## config.mk

```make
export PLATFORM = sky130hd
export DESIGN_NAME = brace_assign_lexer_flat
export DESIGN_NICKNAME = d
export VERILOG_FILES = /design/src/rtl/core/bal_pkg.sv /design/src/rtl/core/bal_if.sv /design/src/rtl/core/bal_lex.sv /design/src/rtl/core/brace_assign_lexer.sv /design/src/flat_wrapper.sv
export SDC_FILE = /design/constraint.sdc
export NUM_CORES = 1
export LEC_CHECK = 0
export ABC_AREA = 1
export BUFFER_PORTS_ARGS = -buffer_cell sky130_fd_sc_hd__buf_2
export CELL_PAD_IN_SITES_DETAIL_PLACEMENT = 1
export CELL_PAD_IN_SITES_GLOBAL_PLACEMENT = 1
export CORE_MARGIN = 5
export CORE_UTILIZATION = 40
export CTS_BUF_LIST = sky130_fd_sc_hd__clkbuf_4 sky130_fd_sc_hd__clkbuf_8 sky130_fd_sc_hd__clkbuf_16
export CTS_CLUSTER_SIZE = 40
export DETAILED_ROUTE_END_ITERATION = 7
export GPL_ROUTABILITY_DRIVEN = 0
export GPL_TIMING_DRIVEN = 1
export PLACE_DENSITY = 0.74
export SLEW_MARGIN = 10
export SYNTH_ARGS = -nofsm -noshare
export SYNTH_HDL_FRONTEND = slang
export SYNTH_SLANG_ARGS = --single-unit
```

## constraint.sdc

```tcl
create_clock -name clock -period 2.7 [get_ports clock]
set_input_delay 0.405 -clock clock [delete_from_list [all_inputs] [get_ports clock]]
set_output_delay 0.405 -clock clock [all_outputs]
set_load 0.01 [all_outputs]
```

## src/rtl/core/bal_pkg.sv

```systemverilog
// ---------------------------------------------------------------------------
// Lexer package
// Widths, character codes and result kinds shared by the lexer files.
// ---------------------------------------------------------------------------
package bal_pkg;

   // Width of the internal saturating line counter.
   localparam int LineBits    = 16;
   // Width of the line number carried on a result.
   localparam int OutLineBits = 16;
   // Most results one character can cause.
   localparam int MaxResults  = 3;

   // Character codes.
   localparam logic [7:0] ChrCr      = 8'd13;
   localparam logic [7:0] ChrNl      = 8'd10;
   localparam logic [7:0] ChrSpace   = 8'h20;
   localparam logic [7:0] ChrLbrace  = 8'h7B;
   localparam logic [7:0] ChrRbrace  = 8'h7D;
   localparam logic [7:0] ChrEquals  = 8'h3D;
   localparam logic [7:0] ChrSemi    = 8'h3B;
   localparam logic [7:0] ChrZero    = 8'h30;
   localparam logic [7:0] ChrNine    = 8'h39;
   localparam logic [7:0] ChrLowA    = 8'h61;
   localparam logic [7:0] ChrLowZ    = 8'h7A;
   localparam logic [7:0] ChrUpA     = 8'h41;
   localparam logic [7:0] ChrUpZ     = 8'h5A;

   // Result kinds.
   typedef enum logic [1:0] {
      KIND_CHAR = 2'd0,
      KIND_END  = 2'd1,
      KIND_ERR  = 2'd2
   } kind_type;

   // Results caused by one character, in order, with their shared line.
   typedef struct packed {
      logic [1:0]                     count;
      kind_type [MaxResults-1:0]      kind;
      logic [MaxResults-1:0][7:0]     value;
      logic [LineBits-1:0]            line;
   } bundle_type;

endpackage

```

## src/rtl/core/bal_if.sv

```systemverilog
// ---------------------------------------------------------------------------
// Lexer channel interfaces
// Valid/ready channels for input characters and lexer results.
// ---------------------------------------------------------------------------
interface bal_req_if;
   logic       valid;
   logic       ready;
   logic [7:0] char_code;
   logic       start_text;

   modport source (output valid, output char_code, output start_text, input ready);
   modport sink   (input valid, input char_code, input start_text, output ready);
endinterface

interface bal_rsp_if;
   logic        valid;
   logic        ready;
   logic [1:0]  kind;
   logic [7:0]  value;
   logic [15:0] line_number;
   logic        last;

   modport source (output valid, output kind, output value, output line_number,
                   output last, input ready);
   modport sink   (input valid, input kind, input value, input line_number,
                   input last, output ready);
endinterface

```

## src/rtl/core/bal_lex.sv

```systemverilog
// ---------------------------------------------------------------------------
// Lexer state and step logic
// Holds the lexer mode and line counter and works out the results of one
// character from them.
// ---------------------------------------------------------------------------
module bal_lex (
   input  logic               clock,
   input  logic               reset,
   input  logic               step,
   input  logic [7:0]         char_code,
   input  logic               start_text,
   output bal_pkg::bundle_type bundle
);
   import bal_pkg::*;

   typedef enum logic [1:0] {
      MODE_IDLE   = 2'd0,
      MODE_NAME   = 2'd1,
      MODE_NUMBER = 2'd2,
      MODE_HALT   = 2'd3
   } mode_type;

   localparam logic [LineBits-1:0] LineOne = LineBits'(1);
   localparam logic [LineBits-1:0] LineMax = {LineBits{1'b1}};

   mode_type            mode_ff, mode_in, mode_cur;
   logic [LineBits-1:0] line_ff, line_in, line_cur, line_bump;
   logic                is_digit, is_letter, is_single;

   // A start flag discards the open token before the character is lexed.
   assign mode_cur  = start_text ? MODE_IDLE : mode_ff;
   assign line_cur  = start_text ? LineOne : line_ff;
   assign line_bump = (line_cur == LineMax) ? line_cur : line_cur + LineOne;

   // Character classes.
   assign is_digit  = (char_code >= ChrZero) && (char_code <= ChrNine);
   assign is_letter = ((char_code >= ChrLowA) && (char_code <= ChrLowZ)) ||
                      ((char_code >= ChrUpA)  && (char_code <= ChrUpZ));
   assign is_single = (char_code == ChrLbrace) || (char_code == ChrRbrace) ||
                      (char_code == ChrEquals) || (char_code == ChrSemi);

   // Next mode, next line and the results of this character.
   always_comb begin
      mode_in      = mode_cur;
      line_in      = line_cur;
      bundle.count = 2'd0;
      bundle.kind  = {MaxResults{KIND_END}};
      bundle.value = '0;
      unique case (mode_cur)
         MODE_IDLE: begin
            if (char_code == ChrSpace) begin
               mode_in = MODE_IDLE;
            end else if ((char_code == ChrCr) || (char_code == ChrNl)) begin
               line_in = line_bump;
            end else if (is_single) begin
               bundle.count    = 2'd2;
               bundle.kind[0]  = KIND_CHAR;
               bundle.value[0] = char_code;
            end else if (is_digit) begin
               bundle.count    = 2'd1;
               bundle.kind[0]  = KIND_CHAR;
               bundle.value[0] = char_code;
               mode_in         = MODE_NUMBER;
            end else if (is_letter) begin
               bundle.count    = 2'd1;
               bundle.kind[0]  = KIND_CHAR;
               bundle.value[0] = char_code;
               mode_in         = MODE_NAME;
            end else begin
               bundle.count    = 2'd1;
               bundle.kind[0]  = KIND_ERR;
               bundle.value[0] = char_code;
               mode_in         = MODE_HALT;
            end
         end
         MODE_NAME, MODE_NUMBER: begin
            if ((char_code == ChrNl) || (char_code == ChrSpace)) begin
               // A newline advances the line before the token closes.
               if (char_code == ChrNl) begin
                  line_in = line_bump;
               end
               bundle.count = 2'd1;
               mode_in      = MODE_IDLE;
            end else if (is_single) begin
               bundle.count    = 2'd3;
               bundle.kind[1]  = KIND_CHAR;
               bundle.value[1] = char_code;
               mode_in         = MODE_IDLE;
            end else if (is_digit || ((mode_cur == MODE_NAME) && is_letter)) begin
               bundle.count    = 2'd1;
               bundle.kind[0]  = KIND_CHAR;
               bundle.value[0] = char_code;
            end else begin
               bundle.count    = 2'd1;
               bundle.kind[0]  = KIND_ERR;
               bundle.value[0] = char_code;
               mode_in         = MODE_HALT;
            end
         end
         MODE_HALT: begin
            mode_in = MODE_HALT;
         end
         default: begin
            mode_in = MODE_HALT;
         end
      endcase
      // Every result of a character shows the line left after it.
      bundle.line = line_in;
   end

   // Mode and line counter.
   always_ff @(posedge clock) begin
      if (reset) begin
         mode_ff <= MODE_IDLE;
         line_ff <= LineOne;
      end else if (step) begin
         mode_ff <= mode_in;
         line_ff <= line_in;
      end
   end

endmodule

```

## src/rtl/core/brace_assign_lexer.sv

```systemverilog
// ---------------------------------------------------------------------------
// Brace/assignment lexer
// Lexes one text character per transaction into token characters, token
// ends and syntax errors, each tagged with the current line number.
// ---------------------------------------------------------------------------
//  Channel   Direction  Transaction
//  req_if    in         one text character and its start-of-text flag
//  rsp_if    out        one result: kind, value, line number, last flag
//
//  A character is lexed from an input register into a result register; its
//  up to three results leave one per cycle while the receiver is ready.
//  Sustained rate is one character per cycle while the receiver is ready
//  and each causes at most one result; the result register sets the pace.
//  Reset is synchronous and brings the lexer to idle mode on line one.
//  A stalled result holds one character in the input register behind it.
// ---------------------------------------------------------------------------
module brace_assign_lexer (
   input  logic      clock,
   input  logic      reset,
   bal_req_if.sink   req_if,
   bal_rsp_if.source rsp_if
);
   import bal_pkg::*;

   // Input register.
   logic       in_valid_ff;
   logic [7:0] char_ff;
   logic       start_ff;

   // Result register: the results of one character and a read position.
   bundle_type bun_ff;
   bundle_type lex_bundle;
   logic [1:0] left_ff, left_in;
   logic [1:0] pos_ff, pos_in;

   logic take, bundle_free, advance;

   assign take        = rsp_if.valid && rsp_if.ready;
   assign bundle_free = (left_ff == 2'd0) || ((left_ff == 2'd1) && rsp_if.ready);
   assign advance     = in_valid_ff && bundle_free;
   assign req_if.ready = !in_valid_ff || advance;

   bal_lex u_lex (
      .clock      (clock),
      .reset      (reset),
      .step       (advance),
      .char_code  (char_ff),
      .start_text (start_ff),
      .bundle     (lex_bundle)
   );

   // Input register control.
   always_ff @(posedge clock) begin
      if (reset) begin
         in_valid_ff <= 1'b0;
      end else if (req_if.ready) begin
         in_valid_ff <= req_if.valid;
      end
   end

   always_ff @(posedge clock) begin
      if (req_if.valid && req_if.ready) begin
         char_ff  <= req_if.char_code;
         start_ff <= req_if.start_text;
      end
   end

   // Result register: load a new bundle or step through the current one.
   always_comb begin
      left_in = left_ff;
      pos_in  = pos_ff;
      if (advance) begin
         left_in = lex_bundle.count;
         pos_in  = 2'd0;
      end else if (take) begin
         left_in = left_ff - 2'd1;
         pos_in  = pos_ff + 2'd1;
      end
   end

   always_ff @(posedge clock) begin
      if (reset) begin
         left_ff <= 2'd0;
         pos_ff  <= 2'd0;
      end else begin
         left_ff <= left_in;
         pos_ff  <= pos_in;
      end
   end

   always_ff @(posedge clock) begin
      if (advance) begin
         bun_ff <= lex_bundle;
      end
   end

   // Result transaction.
   assign rsp_if.valid = (left_ff != 2'd0);
   assign rsp_if.kind  = bun_ff.kind[pos_ff];
   assign rsp_if.value = bun_ff.value[pos_ff];
   assign rsp_if.last  = (left_ff == 2'd1);

   generate
      if (LineBits >= OutLineBits) begin : g_line_trunc
         assign rsp_if.line_number = bun_ff.line[OutLineBits-1:0];
      end else begin : g_line_ext
         assign rsp_if.line_number = {{(OutLineBits-LineBits){1'b0}}, bun_ff.line};
      end
   endgenerate

endmodule

```

## src/flat_wrapper.sv

```systemverilog
// flat-port wrapper written by rule: the top's interface ports become plain ports
module brace_assign_lexer_flat import bal_pkg::*;
  (clock, reset, req_if_valid, req_if_char_code, req_if_start_text, req_if_ready, rsp_if_valid, rsp_if_kind, rsp_if_value, rsp_if_line_number, rsp_if_last, rsp_if_ready);
  bal_req_if req_if_i ();
  bal_rsp_if rsp_if_i ();
  input  logic clock;
  input  logic reset;
  input wire logic [$bits(req_if_i.valid)-1:0] req_if_valid;
  input wire logic [$bits(req_if_i.char_code)-1:0] req_if_char_code;
  input wire logic [$bits(req_if_i.start_text)-1:0] req_if_start_text;
  output wire logic [$bits(req_if_i.ready)-1:0] req_if_ready;
  output wire logic [$bits(rsp_if_i.valid)-1:0] rsp_if_valid;
  output wire logic [$bits(rsp_if_i.kind)-1:0] rsp_if_kind;
  output wire logic [$bits(rsp_if_i.value)-1:0] rsp_if_value;
  output wire logic [$bits(rsp_if_i.line_number)-1:0] rsp_if_line_number;
  output wire logic [$bits(rsp_if_i.last)-1:0] rsp_if_last;
  input wire logic [$bits(rsp_if_i.ready)-1:0] rsp_if_ready;
  assign req_if_i.valid = req_if_valid;
  assign req_if_i.char_code = req_if_char_code;
  assign req_if_i.start_text = req_if_start_text;
  assign req_if_ready = req_if_i.ready;
  assign rsp_if_valid = rsp_if_i.valid;
  assign rsp_if_kind = rsp_if_i.kind;
  assign rsp_if_value = rsp_if_i.value;
  assign rsp_if_line_number = rsp_if_i.line_number;
  assign rsp_if_last = rsp_if_i.last;
  assign rsp_if_i.ready = rsp_if_ready;
  brace_assign_lexer u_core (.clock(clock), .reset(reset), .req_if(req_if_i), .rsp_if(rsp_if_i));
endmodule
```

Yosys cells after proc, flatten, opt, wreduce, memory -nomap -nowiden. Index checks and enable logic that the tools add are counted.

$add $sub $neg: 3. $lt $le $gt $ge: 7. Equality and inequality tests: 12. Muxes and demuxes: 44. Bitwise gates (word level): 2. Reduce and logical (&&, ||, !) cells: 26.

Operators by type and width (count): two-way mux 16 bit (6); two-way mux 2 bit (25); two-way mux 8 bit (5); case mux 16 bit (2 select lines) (1); equality test 8 x 6 -> 1 bit, second input constant (3); adder 16 x 1 -> 16 bit, second input constant (1); binary-select mux 8 bit (select 2 bit) (1); equality test 16 bit, second input constant (1); equality test 8 x 4 -> 1 bit, second input constant (2); equality test 8 x 7 -> 1 bit, second input constant (2); greater-or-equal comparator 8 x 7 -> 1 bit, second input constant (2); <= comparator 8 x 7 -> 1 bit, second input constant (2); case mux 8 bit (2 select lines) (1); logical OR 1 bit (9); greater-or-equal comparator 8 x 6 -> 1 bit, second input constant (1); <= comparator 8 x 6 -> 1 bit, second input constant (1); logical AND 1 bit (8); case mux 2 bit (2 select lines) (2); case mux 2 bit (3 select lines) (1); OR reduction 2 bit (3); binary-select mux 2 bit (select 2 bit) (1); equality test 2 x 1 -> 1 bit, second input constant (2); equality test 2 bit, second input constant (2); zero test 2 bit (2); other kinds (8) (10).

Register bits: 67. Input port bits: 13. Output and inout bits: 29. Logic and storage cells: 106.

Logic depth before layout (Yosys ltp). Gate-level depths: netlist of run 1.

Depth after elaboration: 9. Mapped depth: 15. Gate-level depth less buffers: 13.

Cells and area by module. From an unflattened synthesis of run 1, not the netlist that was laid out.

Cell total of the unflattened synthesis: 587. Area total of the unflattened synthesis: 4655.7 µm².

By module, submodules not included: bal_lex (instances 1, cells each 429, area an instance 2348.5 µm², seq. area each 360.3 µm²); brace_assign_lexer (instances 1, cells each 158, area an instance 2307.2 µm², seq. area each 1751.7 µm²).

Worst setup path after synthesis of run 1. OpenSTA, ideal clock, no wires.

Path type: reg2reg. Start: reg u_core.start_ff. End: reg u_core.bun_ff, in the netlist u_core.rsp_if.line_number[14] (data pin). Setup time: 0.249 ns. Arrival time: 1.825 ns. Required time: 2.451 ns. Setup slack: 0.626 ns. Stages on the path, launching flop included: 14. Buffers on the path: 2. Clock period less this slack: 2.074 ns. Cells stage by stage: edfxtp_1 buf_6 nor2_1 ha_1 nand4_2 nor2_8 nand4_4 buf_6 nand3_1 nor2_1 nand2_1 nand2_1 nand2_1 inv_1.

RTL lines: start, declared (RTL line brace_assign_lexer.sv:28) `logic start_ff;`; start signal, assigned (RTL line brace_assign_lexer.sv:64) `start_ff <= req_if.start_text;`; end signal, assigned (RTL line brace_assign_lexer.sv:93) `bun_ff <= lex_bundle;`; end, declared (RTL line brace_assign_lexer.sv:31) `bundle_type bun_ff;`.

==> results of run 1 <==
==> metal layers <==
metal	vias to the layer above	GRT usage [%]	wire (µm)
met5	-	0	0
met4	0	6.486	200
met3	18	3.775	403
met2	61	28.92	4780
met1	1607	24.92	5309
li1	1688	-	-
==> logic make-up (layout without fill, tap and decap cells) <==
family,after synthesis,count (layout),synth area share (%)
and+or+nand+nor,291,291,36.61
DFF,67,67,44.14
AOI/OAI and AO/OA,46,46,6.355
other,1,1,0.09291
xor gates and xnor gates,2,2,0.4341
adders and majority gates,6,6,1.860
buffers and inverters,89,131,10.51
==> metrics by stage <==
stage	instances	hold slack, ps	cell area [µm²]
detailed placement	661	472.6	4308
global route	677	190.3	4496
finish	677	211.9	4496
floorplan	502	444.6	4036
global placement	661	462.6	4308
CTS	677	202.5	4496
==> power by group through the flow <==
stage,Sequential (mW),Combinational (mW),Clock (mW)
finish,1.35,0.906,0.829
global route,1.36,1.01,0.903
CTS,1.35,0.914,0.851
detailed placement,1.37,0.905,0
global placement,1.37,0.886,0
floorplan,1.34,0.647,0
==> critical path, cell delays in order, from the launching register on <==
cell      delay (ps)
edfxtp_1         490
nor2_1           220
ha_1             220
nand4_2          200
nor2_8           180
nand4_4          130
buf_4            210
nand2_1           90
o21ai_0          130
and2_1           210
==> path summary, 6_finish.rpt <==
path / depth (start not counted) / slack, ps / startpoint / to
worst max-delay path: 9 / 380 / u_core.start_ff$_DFFE_PP_ / u_core.rsp_if.line_number[5]$_DFFE_PP_
worst min-delay path: 1 / 210 / req_if_char_code[4] / u_core.char_ff[4]$_DFFE_PP_
worst max register to register: 9 / 380 / u_core.start_ff$_DFFE_PP_ / u_core.rsp_if.line_number[5]$_DFFE_PP_
worst min register to register: 2 / 480 / u_core.u_lex.line_ff[15]$_SDFFE_PP0P_ / u_core.u_lex.line_ff[15]$_SDFFE_PP0P_
==> cell type report <==
class / count / share of cell area (%)
inverters: 63 / 5.372
flip-flops and latches: 67 / 39.63
repair buffers: 52 / 6.401
clock buffers: 10 / 2.922
well taps: 133 / 3.702
clock inverters: 6 / 1.252
multi-input cells: 346 / 40.72
==> sequential cells by signal, indices dropped and copies added (netlist names) <==
register	flops
u_core.left_ff	2
u_core.u_lex.line_ff	16
u_core.bun_ff	19
u_core.pos_ff	2
u_core.in_valid_ff	1
u_core.char_ff	8
u_core.rsp_if.line_number	16
u_core.u_lex.mode_ff	2
u_core.start_ff	1
==> layout by cell type, fill, tap and decap left out, drive strengths merged, types with 2 or more instances in the layout <==
| master | count |
|---|---|
| o21ai | 19 |
| ha | 6 |
| nand3 | 48 |
| nor3 | 11 |
| edfxtp | 44 |
| nor2 | 57 |
| dfxtp | 23 |
| clkbuf | 10 |
| a21oi | 22 |
| clkinv | 6 |
| inv | 61 |
| nand4 | 9 |
| and2 | 6 |
| nand3b | 2 |
| buf | 52 |
| or2 | 4 |
| nand2 | 154 |
==> results.md, run 1 <==
* Initial antenna violation count at 0
* Top post-synthesis cells by area: edfxtp_1 (33%), nand2_1 (13%), dfxtp_1 (11%)
* Final core utilization at a little under half
* Min-Delay Path Class: input pin to register
* Largest buffer count on any clock path at 2
* Vias at roughly 3400
* Setup Total Neg Slack at 0 ps
* Synth-to-Final Area Change at 11.38%
* Path type of the worst setup path: register to register
* Vias per cell at ~5.0
* Avg Synthesized Cell Area at just over 8 µm²
* Clock latency on the worst-skew pair at 360 ps
* Final setup fails at 0
* RSZ-0062 raised after global routing: no
* Post-route setup slack at about 380 ps
* Skew final at 10.65 ps
* Slew Viols, Final at 0
* Htree depth at 3
* Starting Density at between 40% and 50%
* Crit. End Element: register
* Crit path launch type: register
* DIE AREA at between 0.01 and 0.015 mm²
* IO Port Bufs at 41
* Final Hold Fails at 0
* Global-route wire length before repair at ~18000 µm
* Final wirelength at 10690 µm
* Storage element area at 0.001782 mm²
* Fin crit share at between 80% and 90%
* Post-CTS setup buffers at 0
* Seq cells post-synth at 67
* Cts hold-fix bufs at 0
* ANT nets after route at 0
* Tot Pwr at roughly 3.1 mW
* Pwr dens at between 600 and 700 mW/mm²
* Syn Std Cell Area at between 0.004 and 0.005 mm²
* Combinational Power Share at between 20% and 30%
* Share of power burned in registers at 43.7%
* Clock Sinks at 67
* Synth top cells by count: nand2_1 (137), inv_1 (54), edfxtp_1 (44), nor2_1 (43), nand3_1 (41)
* Congestion Overflow GR at 0
* Worst path arrival time at 2440 ps
* Post-synthesis cell type count at 46
* Num ports at 42
* Max-slew headroom at 61.39%
* Main synth FF type: edfxtp_1
* Share of layout cells above drive strength 1 at approximately 22%
* Clk root buf: clkbuf_8
* Internal at about 2.0 mW
* Yosys top cell by area: edfxtp_1
* Leakage power at 2.054 nW
* Num CTS Buffers at 9
* Max_cap viols at 0
* Number of nets in the layout at 558
* WL/cell at about 16 µm
* Clock Pin Slew Worst Setup and Hold Paths at roughly 80 ps
* Worst slew pin tran at 578.3 ps
* Core Region at just under 0.01 mm²
* Clock Power Share at 26.9%
* Asr flop ratio synth at 0%
* GRT Total Usage at 18.33%
* Multi-input logic area at approximately 0.0018 mm²
* HPWL Detailed at between 8000 and 9000 µm
* Share of the synthesized area in the top cell type at approximately a third
* Fin crit period at 2323 ps
* Pre-antenna DRT Iters at 4
* Sw frac at 35.29%
* WP data required at ~2800 ps
* Diode count at 0
* Post-CTS sizing at 0
* Status: completed
* Peak Freq at 430.4 MHz
* Fillers at roughly 1200
* Count leader, synth: nand2_1
* Syn Nets at approximately 520
* Site Rows at 36
* Die W at roughly 110 µm
* Post-synth EDFFs at 44
* Ys Warns at 0
* Chip Height at roughly 110 µm
* Post-synthesis cell count at roughly 500
* Starting DRT DRC Count at 121
* Number of global-route vias before repair at roughly 3500
* Worst slack, placed at around 420 ps
* Drt drc at 0
* CTS tree: yes
* Net Switching at between 1 and 1.5 mW
* Peak fanout along the critical path at 6
* Sequential share of the synthesized area at 44.14%
* Largest net degree at the start of global routing at 27
* Worst vdd ir at between 0.2 and 0.3 mV
No activity file was read; power rests on OpenSTA's default activity.
==> inputs of run 2 (changes only) <==
Settings changed: PLACE_DENSITY 0.74 to default, PLACE_DENSITY_LB_ADDON from default to 0.08.
==> run 2 against run 1 <==
Non-clock buffer count increased by 1; highest routed layer unchanged; count of clock-buffer cells in the layout decreased by 1; die area unchanged; via count decreased by 1.7%; maximum frequency decreased by 3.4%; clock power decreased by 8.2%; critical path type unchanged.
==> results.md, run 2 (synthesis gave the netlist of run 1 again) <==
* WL/cell at 15.84 µm
* Share of layout cells above drive strength 1 at between 20% and 30%
* Net Switching at about 1.1 mW
* Initial antenna violation count at 0
* DIE AREA at 0.01220 mm²
* Pre-antenna DRT Iters at 4
* Congestion Overflow GR at 0
* ANT nets after route at 0
* Peak Freq at 415.8 MHz
* Final setup fails at 0
* Vias at 3315
* Worst path arrival time at approximately 2500 ps
* IO Port Bufs at roughly 40
* Starting DRT DRC Count at 192
* Crit path cell chain: nor2_1, ha_1, nand4_2, nor2_8, nand4_4, nand2_1, nor2_1, and2_1, or2_1
* Largest buffer count on any clock path at 2
* Number of global-route vias before repair at between 3000 and 4000
* Largest register FFs at 19
* WP data required at roughly 2800 ps
* Global-route wire length before repair at 17800 µm
* Clock latency on the worst-skew pair at 350 ps
* Diode count at 0
* Combinational Power Share at a little under a third
* Fin crit share at between 80 and 90%
* Num CTS Buffers at 9
* Final core utilization at between 40% and 50%
* Drt drc at 0
* GRT Total Usage at approximately 18%
* Fin crit period at 2405 ps
* Final Hold Fails at 0
* Crit path launch type: register
* HPWL Detailed at around 8400 µm
* Critical path's most frequent cell: nor2_1
* Clk root buf: clkbuf_8
* Skew final at between 9 and 10 ps
* Chip Height at 110.5 µm
* Sw frac at a little under two fifths
* Vias per cell at roughly 4.9
* CP peak stage delay at between 500 and 600 ps
* Clock Power Share at between 20% and 30%
* Leakage power at between 2 and 2.5 nW
* Share of power burned in registers at between 40% and 50%
* Most frequent cells in the layout: nand2_1 (137), inv_1 (54), edfxtp_1 (44)
* Num ports at 42
* Site Rows at 36
* Clock Pin Slew Worst Setup and Hold Paths at roughly 80 ps
* Starting Density at 41.11%
* Slew Viols, Final at 0
* Pwr dens at between 600 and 700 mW/mm²
* Internal at 1.910 mW
* Largest net degree at the start of global routing at 19
* Core Region at a little under 0.01 mm²
* Largest reg by FF count: u_core.bun_ff
* Number of nets in the layout at ~560
* Max_cap viols at 0
* Final wirelength at around 11000 µm
* Die W at 110.5 µm
* Htree depth at 3
* Crit. End Element: register
* Clock Sinks at 67
* Peak fanout along the critical path at 11
* Setup Total Neg Slack at 0 ps
* CTS tree: yes
* RSZ-0062 raised after global routing: no
* Status: completed
* Most common cell after layout, fill and taps aside: nand2_1
* Min-Delay Path Class: input pin to register
* Path type of the worst setup path: register to register
* Critical-path top delay cell: edfxtp_1
* Synth-to-Final Area Change at 11.28%
* Worst vdd ir at 0.2460 mV
run 2: cell types whose count changed in the layout (fill, tap and decap cells not counted):
cell | before | now
clkinv_1 | 2 | 1
clkbuf_4 | 1 | 0
inv_4 | 0 | 2
clkinv_4 | 1 | 5
bufinv_16 | 1 | 0
buf_4 | 11 | 12
clkinv_2 | 3 | 1
clkinvlp_4 | 1 | 0
run 2: power by group through the flow:
stage                     sequential (mW)  combinational, mW  clock, mW
after global routing                 1.36               1.02      0.831
after detailed placement             1.37              0.919          0
final                                1.34              0.922      0.761
after floorplan                      1.34              0.647          0
after CTS                            1.35              0.922      0.783
after global placement               1.37              0.894          0
run 2: final cells by class:
cell class | count | area, µm²
Timing Repair Buffer | 53 | 295.3
Tap cell | 133 | 166.4
Fill cell | 1256 | 5328
Clock buffer | 9 | 123.9
Inverter | 63 | 241.5
Sequential cell | 67 | 1782
Multi-Input combinational cell | 346 | 1831
Clock inverter | 7 | 52.55
run 2: worst max-delay path, delay by kind of cell (launching register included):
| kind | cells | cell delay [ps] |
|---|---|---|
| flip-flops | 1 | 510 |
| adder cells (fa/ha/maj) | 1 | 220 |
| AND/OR/NAND/NOR | 8 | 1440 |
run 2: what timing repair did:
item                                    CTS  global route
hold buffers                              0             0
resized for setup                         0             0
endpoints found under the setup margin    0             1
buffers inserted                          0             2
run 2: worst paths after layout:
check | to | slack [ps] | cells after the start | start
worst min-delay path | u_core.char_ff[1]$_DFFE_PP_ | 230 | 1 | req_if_char_code[1]
worst max-delay path | u_core.rsp_if.line_number[6]$_DFFE_PP_ | 290 | 9 | u_core.start_ff$_DFFE_PP_
worst max register to register | u_core.rsp_if.line_number[6]$_DFFE_PP_ | 290 | 9 | u_core.start_ff$_DFFE_PP_
worst min register to register | u_core.u_lex.line_ff[10]$_SDFFE_PP0P_ | 480 | 2 | u_core.u_lex.line_ff[10]$_SDFFE_PP0P_
run 2: metrics by stage:
stage	instances	hold slack [ps]	worst slack (ps)	power [mW]	cell area (µm²)
final	678	229.1	294.9	3.026	4492
after global routing	678	214.7	129.8	3.219	4492
after CTS	676	209.8	100.5	3.058	4477
after detailed placement	660	467.6	114.2	2.293	4300
after global placement	660	461.9	246.6	2.262	4300
after floorplan	502	444.6	625.6	1.984	4036
run 2: routing by layer:
metal / up-vias / wire length [µm] / GRT usage [%]
met4: 0 / 103 / 4.598
met5: - / 0 / 0
li1: 1687 / - / -
met2: 51 / 4688 / 27.59
met3: 7 / 390 / 3.720
met1: 1570 / 5558 / 25.61
